--- config.mk ---
export PLATFORM = sky130hd
export DESIGN_NAME = fbsc_plane_unit
export DESIGN_NICKNAME = d
export VERILOG_FILES = /design/src/rtl/core/fbsc_pkg.sv /design/src/rtl/core/fbsc_plane_unit.sv
export SDC_FILE = /design/constraint.sdc
export NUM_CORES = 2
export LEC_CHECK = 0
export BUFFER_PORTS_ARGS = -buffer_cell sky130_fd_sc_hd__buf_4
export CAP_MARGIN = 25
export CORE_ASPECT_RATIO = 0.6
export CORE_MARGIN = 2
export CORE_UTILIZATION = 67
export CTS_BUF_LIST = sky130_fd_sc_hd__clkbuf_4
export DETAILED_ROUTE_END_ITERATION = 12
export GPL_TIMING_DRIVEN = 1
export PLACE_DENSITY = 0.93
export SLEW_MARGIN = 20
export SYNTH_ARGS = -nofsm -noshare
export SYNTH_HDL_FRONTEND = slang
export SYNTH_SLANG_ARGS = --single-unit
--- constraint.sdc ---
create_clock -name clock -period 12.8 [get_ports clock]
set_clock_uncertainty 0.2 [all_clocks]
set_input_delay 0.64 -clock clock [delete_from_list [all_inputs] [get_ports clock]]
set_output_delay 0.64 -clock clock [all_outputs]
set_load 0.01 [all_outputs]
--- src/rtl/core/fbsc_pkg.sv ---
// Shared types, widths and register indexes for the frustum box and sphere culling block.
package fbsc_pkg;

   // Field widths fixed by the data formats.
   localparam int COORD_BITS        = 20;
   localparam int NORMAL_FRAC_BITS  = 12;
   localparam int NORMAL_FIELD_BITS = 14;
   localparam int DIST_FIELD_BITS   = 22;
   localparam int RADIUS_BITS       = 19;
   localparam int NUM_PLANES        = 4;
   localparam int PLANE_BITS        = 3 * NORMAL_FIELD_BITS + DIST_FIELD_BITS;
   localparam int CSR_DATA_BITS     = PLANE_BITS;
   localparam int CSR_INDEX_BITS    = 3;

   // Derived arithmetic widths.
   localparam int PROD_BITS  = NORMAL_FIELD_BITS + COORD_BITS;
   localparam int DOT_BITS   = PROD_BITS + 2;
   localparam int THR_BITS   = ((DIST_FIELD_BITS > RADIUS_BITS + 1) ?
                                DIST_FIELD_BITS : RADIUS_BITS + 1) + 1;
   localparam int THR_SCALED = THR_BITS + NORMAL_FRAC_BITS;
   localparam int CMP_BITS   = ((DOT_BITS > THR_SCALED) ? DOT_BITS : THR_SCALED) + 1;

   // Configuration register indexes.
   localparam logic [CSR_INDEX_BITS-1:0] CSR_PLANE_LEFT   = 3'd0;
   localparam logic [CSR_INDEX_BITS-1:0] CSR_PLANE_RIGHT  = 3'd1;
   localparam logic [CSR_INDEX_BITS-1:0] CSR_PLANE_BOTTOM = 3'd2;
   localparam logic [CSR_INDEX_BITS-1:0] CSR_PLANE_TOP    = 3'd3;
   localparam logic [CSR_INDEX_BITS-1:0] CSR_SKIP_CULLING = 3'd4;

   // Query kinds.
   localparam logic FUNC_BOX    = 1'b0;
   localparam logic FUNC_SPHERE = 1'b1;

   typedef logic signed [COORD_BITS-1:0]        coord_type;
   typedef logic signed [NORMAL_FIELD_BITS-1:0] normal_type;
   typedef logic signed [DIST_FIELD_BITS-1:0]   dist_type;
   typedef logic        [RADIUS_BITS-1:0]       radius_type;
   typedef logic        [NUM_PLANES-1:0]        plane_mask_type;

   // One plane as packed in its register, most significant field first.
   typedef struct packed {
      dist_type   distance;
      normal_type nz;
      normal_type ny;
      normal_type nx;
   } plane_type;

   // Shape payload of one query.
   typedef struct packed {
      logic       func;
      coord_type  lo_x;
      coord_type  lo_y;
      coord_type  lo_z;
      coord_type  hi_x;
      coord_type  hi_y;
      coord_type  hi_z;
      radius_type radius;
   } query_type;

   // Control that travels down the pipeline beside the payload.
   typedef struct packed {
      logic           valid;
      plane_mask_type enables;
      logic           skip;
   } ctrl_type;

endpackage

--- src/rtl/core/fbsc_plane_unit.sv ---
// Three-stage test of one query against one frustum plane: products, dot sum, compare.
module fbsc_plane_unit (
   input  logic               clock,
   input  fbsc_pkg::query_type query_in,
   input  fbsc_pkg::plane_type plane_in,
   output logic               hit_out
);

   logic signed [fbsc_pkg::PROD_BITS-1:0]  prod_x_in, prod_y_in, prod_z_in;
   logic signed [fbsc_pkg::PROD_BITS-1:0]  prod_x_ff, prod_y_ff, prod_z_ff;
   logic signed [fbsc_pkg::THR_BITS-1:0]   thr_a_in, thr_a_ff, thr_b_ff;
   logic                                   func_a_ff, func_b_ff;
   logic signed [fbsc_pkg::DOT_BITS-1:0]   dot_in, dot_ff;
   logic signed [fbsc_pkg::CMP_BITS-1:0]   dot_ext, thr_ext;
   logic                                   hit_in, hit_ff;
   fbsc_pkg::coord_type                    cx, cy, cz;

   // Stage A: pick the corner farthest along the normal (center for a sphere) and multiply.
   always_comb begin
      if (query_in.func == fbsc_pkg::FUNC_SPHERE) begin
         cx = query_in.lo_x;
         cy = query_in.lo_y;
         cz = query_in.lo_z;
      end else begin
         cx = plane_in.nx[fbsc_pkg::NORMAL_FIELD_BITS-1] ? query_in.lo_x : query_in.hi_x;
         cy = plane_in.ny[fbsc_pkg::NORMAL_FIELD_BITS-1] ? query_in.lo_y : query_in.hi_y;
         cz = plane_in.nz[fbsc_pkg::NORMAL_FIELD_BITS-1] ? query_in.lo_z : query_in.hi_z;
      end
      prod_x_in = fbsc_pkg::PROD_BITS'(plane_in.nx) * fbsc_pkg::PROD_BITS'(cx);
      prod_y_in = fbsc_pkg::PROD_BITS'(plane_in.ny) * fbsc_pkg::PROD_BITS'(cy);
      prod_z_in = fbsc_pkg::PROD_BITS'(plane_in.nz) * fbsc_pkg::PROD_BITS'(cz);
      // A sphere is outside when dot <= (distance - radius) at the product scale.
      if (query_in.func == fbsc_pkg::FUNC_SPHERE) begin
         thr_a_in = fbsc_pkg::THR_BITS'(plane_in.distance)
                  - fbsc_pkg::THR_BITS'(query_in.radius);
      end else begin
         thr_a_in = fbsc_pkg::THR_BITS'(plane_in.distance);
      end
   end

   always_ff @(posedge clock) begin
      prod_x_ff <= prod_x_in;
      prod_y_ff <= prod_y_in;
      prod_z_ff <= prod_z_in;
      thr_a_ff  <= thr_a_in;
      func_a_ff <= query_in.func;
   end

   // Stage B: sum the three products.
   assign dot_in = fbsc_pkg::DOT_BITS'(prod_x_ff) + fbsc_pkg::DOT_BITS'(prod_y_ff)
                 + fbsc_pkg::DOT_BITS'(prod_z_ff);

   always_ff @(posedge clock) begin
      dot_ff    <= dot_in;
      thr_b_ff  <= thr_a_ff;
      func_b_ff <= func_a_ff;
   end

   // Stage C: compare against the threshold scaled to the product's fraction bits.
   always_comb begin
      dot_ext = fbsc_pkg::CMP_BITS'(dot_ff);
      thr_ext = fbsc_pkg::CMP_BITS'(thr_b_ff) <<< fbsc_pkg::NORMAL_FRAC_BITS;
      if (func_b_ff == fbsc_pkg::FUNC_SPHERE) begin
         hit_in = (dot_ext <= thr_ext);
      end else begin
         hit_in = (dot_ext < thr_ext);
      end
   end

   always_ff @(posedge clock) begin
      hit_ff <= hit_in;
   end

   assign hit_out = hit_ff;

endmodule

Yosys cells after proc, flatten, opt, wreduce, memory -nomap -nowiden
Cells that the tools add are included.
- bits of input ports: 205
- bits in registers: 187
- logic and storage cells: 25
- muxes and demuxes: 8
- $add $sub $neg: 3
- magnitude comparators: 2
- multipliers: 3
- operator list (operator ; count):
    $mux 20 ; 6
    $mul 14x20->34 ; 3
    $add 35x34->36 ; 1
    $le 36x35->1 ; 1
    $lt 36x35->1 ; 1
    $add 34x34->35 ; 1
    $mux 23 ; 1
    $sub 22x20->23 ; 1
    $mux 1 ; 1

Depth between registers and ports, before layout
- depth in word-level cells: 3
- gate-level depth with buffers: 28
- gate-level depth less buffers: 25

Worst setup path before layout
OpenSTA, ideal clock, no wires.
- path type: input to register
- from: input plane_in[27] (netlist bit)
- to: register prod_y_ff[33] (netlist bit)
- data arrival time: 7404 ps
- stages: 27
- data required time: 12476 ps
- slack: 5073 ps
- setup time: 124 ps
- path buffers: 4
- cell sequence: nor2_1 -> buf_1 -> buf_1 -> mux2_2 -> clkbuf_1 -> and2_1 -> fa_1 -> inv_1 -> fa_1 -> inv_1 -> fa_1 -> fa_1 -> fa_1 -> inv_1 -> fa_1 -> inv_1 -> ha_1 -> clkbuf_1 -> o21ai_0 -> a21oi_1 -> o21ai_0 -> a21oi_1 -> a311o_1 -> a311oi_4 -> o21ai_2 -> a2111oi_4 -> nor3_2
- word-level cells in the longest chain between the ends: 3
- ends and longest elaborated chain (element ; line ; text):
    start: declaration ; fbsc_plane_unit.sv:5 ; input fbsc_pkg::plane_type plane_in,
    $mux 20 ; fbsc_plane_unit.sv:26 ; cy = plane_in.ny[fbsc_pkg::NORMAL_FIELD_BITS-1] ? query_in.lo_y : query_in.hi_y;
    $mux 20 ; fbsc_plane_unit.sv:20 ; if (query_in.func == fbsc_pkg::FUNC_SPHERE) begin
    $mul 14x20->34 (*) ; fbsc_plane_unit.sv:30 ; prod_y_in = fbsc_pkg::PROD_BITS'(plane_in.ny) * fbsc_pkg::PROD_BITS'(cy);
    net prod_y_in (one bit) ; fbsc_plane_unit.sv:9 ; logic signed [fbsc_pkg::PROD_BITS-1:0] prod_x_in, prod_y_in, prod_z_in;
    end signal: assignment ; fbsc_plane_unit.sv:43 ; prod_y_ff <= prod_y_in;
    end: declaration ; fbsc_plane_unit.sv:10 ; logic signed [fbsc_pkg::PROD_BITS-1:0] prod_x_ff, prod_y_ff, prod_z_ff;
Mark *: on every way through the listed nets, which the timed path passes. The rest lies on a longest branch.

Worst setup path in the final report
- from: input query_in[139] (netlist bit)
- to: register prod_x_ff[33] (netlist bit)
- word-level cells in the longest chain between the ends: 2
- ends and longest elaborated chain (element ; line ; text):
    start: declaration ; fbsc_plane_unit.sv:4 ; input fbsc_pkg::query_type query_in,
    $mux 20 ; fbsc_plane_unit.sv:20 ;
    $mul 14x20->34 ; fbsc_plane_unit.sv:29 ; prod_x_in = fbsc_pkg::PROD_BITS'(plane_in.nx) * fbsc_pkg::PROD_BITS'(cx);
    net prod_x_in (one bit) ; fbsc_plane_unit.sv:9 ;
    end signal: assignment ; fbsc_plane_unit.sv:42 ; prod_x_ff <= prod_x_in;
    end: declaration ; fbsc_plane_unit.sv:10 ;
The timed path passes the listed nets, and every way through them passes these cells.

==> metrics.md <==
| Metric | Value |
|---|---|
| Run status | finished clean |
| Layout cells sized above 1 | 0.0770 |
| Tmin final | 7790 ps |
| Min-delay src | plane_in[55] |
| DP HPWL | 83500 µm |
| Highest clock rate | 128 MHz |
| Total CTS buffers | 17 |
| Post-synth EDFFs | 0 |
| Core ar. | 0.0576 mm² |
| Syn Std Cell Area | 0.0391 mm² |
| Worst slew pin tran | 959 ps |
| Die X | 316 µm |
| CP endpoint kind | flip-flop |
| Largest cells by area after synthesis | fa_1 43%, ha_1 10%, dfxtp_1 9.6% |
| Synth-to-layout area growth | 5.86% |
| FF+latch count, synth | 187 |
| Slew headroom | 0.353 |
| Slew Limit Fails | 0 |
| Commonest non-fill, non-tap cell in the layout | inv_1 |
| Critical Setup Path Class | primary input to flip-flop |
| Final Cycle Share | 0.608 |
| CP startpoint kind | primary input |
| Clock Latency Late Sink | 650 ps |
| Initial antenna violation count | 5 |
| FF-to-FF End | dot_ff[33] |
| Mux contribution to synthesized area | 0.0209 |
| Starting Density | 0.679 |
| Setup bufs post-CTS | 0 |
| Final hold vios | 0 |
| Synthesized area per cell | 9.34 µm² |
| Root buffer cell | clkbuf_4 |
| Final WL | 100000 µm |
| Initial drt markers | 3063 |
| Yosys cell types | 69 |
| GR Util All Layers | 0.346 |
| Compound-gate portion of the synthesized area | 0.0674 |
| Clk buf depth | 2 |
| Post-Synth XOR/XNOR Area | 0.0338 |
| MaxCap Viol Count | 0 |
| Clk slew on worst S/H paths | 170 ps |
| Nets | 5616 |
| GR Overflow Total | 0 |
| DRC | 0 |
| Hold slack | 38.7 ps |
| Fraction of registers with async set/reset | 0 |
| Most frequent cells in the layout | 959 x inv_1, 837 x fa_1, 413 x and2_1 |
| Synth top area share | 0.428 |
| Synthesized-area fraction occupied by and/or/nand/nor cells | 0.146 |
| Clock tree sinks | 187 |
| Fillcell total | 3624 |
| Drt pass-1 iters | 9 |
| Port-buffer cells | 205 |
| Finished Layout Cells | 5047 |
| IO Pins | 206 |
| Vias in the first global route | 31386 |
| Post-synthesis adder-cell area fraction | 0.529 |
| Hold WC Path Type | primary input to flip-flop |
| DRT antenna net count | 0 |
| Cells after Synth | 4187 |
| Synth Warn # | 0 |
| Chip height | 191 µm |
| Final setup violation count | 0 |
| Worst Reg-to-Reg Cells | 13 |
| Arrival time at the worst endpoint | 8130 ps |
| Largest net degree at the start of global routing | 26 |
| Combinational family with the most area after synthesis | adder cells |
| Worst r2r src | prod_x_ff[1] |
| Wire length per cell | 19.8 µm |
| Synthesized Nets | 5543 |
| Setup TNS Final | 0 ps |
| Placed cell count | 5009 |
| Main flop type after synthesis | dfxtp_1 |
| RSZ-0062 raised after global routing | false |
| Worst Setup SP | query_in[139] |
| H-tree depth | 4 |
| Via density | 5.83 |
| Worst Hold Depth | 2 |
| Share of the yosys chip area belonging to registers | 0.0957 |
| Worst R2R Setup Slack | 8740 ps |
| Die area | 0.0604 mm² |
| Routability cong. | 0.951 |
| Via Count | 29436 |
| CP Capture Point | prod_x_ff[33] |
| Max FO, Critical Path | 26 |
| CTS tree | built |
| First-pass GRT wire length | 164000 µm |
| WP data required | 13150 ps |
| Placement row count | 68 |
| Synth area leader | fa_1 |
layer usage:
metal  up-vias  share of wire  GRT usage
li1      12733              -          -
met1     14525           0.40      0.493
met2      1905           0.43      0.502
met3       267           0.13      0.119
met4         6          0.031      0.102
met5         -        0.00035          0
layout make-up:
type / instances / area, µm² / share of cell area
Clock buffer: 18 / 135 / 0.00326
Tap cell: 770 / 963 / 0.0233
Timing Repair Buffer: 211 / 1590 / 0.0384
Sequential cell: 187 / 3740 / 0.0904
Clock inverter: 14 / 174 / 0.00420
Inverter: 959 / 3600 / 0.0869
Antenna cell: 4 / 10.0 / 0.000242
Multi-Input combinational cell: 2884 / 31200 / 0.753
flip-flops by register name (all words and copies together), names as in the netlist:
| signal | cells |
|---|---|
| func_b_ff | 1 |
| thr_b_ff | 23 |
| prod_x_ff | 34 |
| prod_y_ff | 34 |
| prod_z_ff | 34 |
| dot_ff | 36 |
| thr_a_ff | 23 |
| hit_out | 1 |
| func_a_ff | 1 |
cell usage after synthesis (48+ instances only):
| master | count |
|---|---|
| and2_1 | 413 |
| clkbuf_1 | 149 |
| xnor2_1 | 116 |
| o21ai_0 | 55 |
| nor2b_1 | 48 |
| dfxtp_1 | 187 |
| inv_1 | 959 |
| ha_1 | 314 |
| a21oi_1 | 109 |
| mux2_2 | 69 |
| nand2_1 | 385 |
| a21o_1 | 75 |
| fa_1 | 837 |
| nor2_1 | 117 |
through the flow:
stage               setup slack, ps  utilization  instance area [µm²]
floorplan                      5070            -                39100
global placement               4570        0.713                41100
detailed placement             4350        0.713                41100
CTS                            4970        0.718                41400
global route                   4790        0.719                41400
finish                         5010        0.719                41400
cell families after synthesis:
group | count (synthesis)
AOI/OAI and AO/OA | 391
buffers and inverters | 1116
muxes | 73
xor gates and xnor gates | 151
adders and majority gates | 1151
DFF | 187
and+or+nand+nor | 1118
worst min-delay path by stage:
| stage | to | slack (ps) |
|---|---|---|
| global route | thr_a_ff[13] | 7 |
| finish | thr_a_ff[13] | 40 |
| CTS | thr_a_ff[18] | 30 |
| detailed placement | thr_b_ff[5] | 110 |
| floorplan | func_b_ff | 110 |
| global placement | thr_b_ff[21] | 110 |
worst max-delay path, cell delays in order:
cell       delay, ps
buf_4            270
nor2_1           370
buf_4            350
mux2_2           510
and2_1           220
fa_1             540
inv_1             50
fa_1             480
inv_1             60
fa_1             500
fa_1             540
fa_1             510
inv_1             60
fa_1             500
inv_1             50
ha_1             330
a21o_1           180
a21o_1           160
a21oi_1          170
o2bb2ai_1        130
a211oi_1         470
nor3_1           160
o22ai_1          450
nor2_1           130
a211oi_1         240
timing repair:
item,in CTS,in global routing
hold endpoints to repair,1,0
hold buffers,1,0
resized for setup,0,0
Power is left out: the tool's default activity adds up to more than one toggle a clock period on the data nets, which glitch-free logic cannot reach.
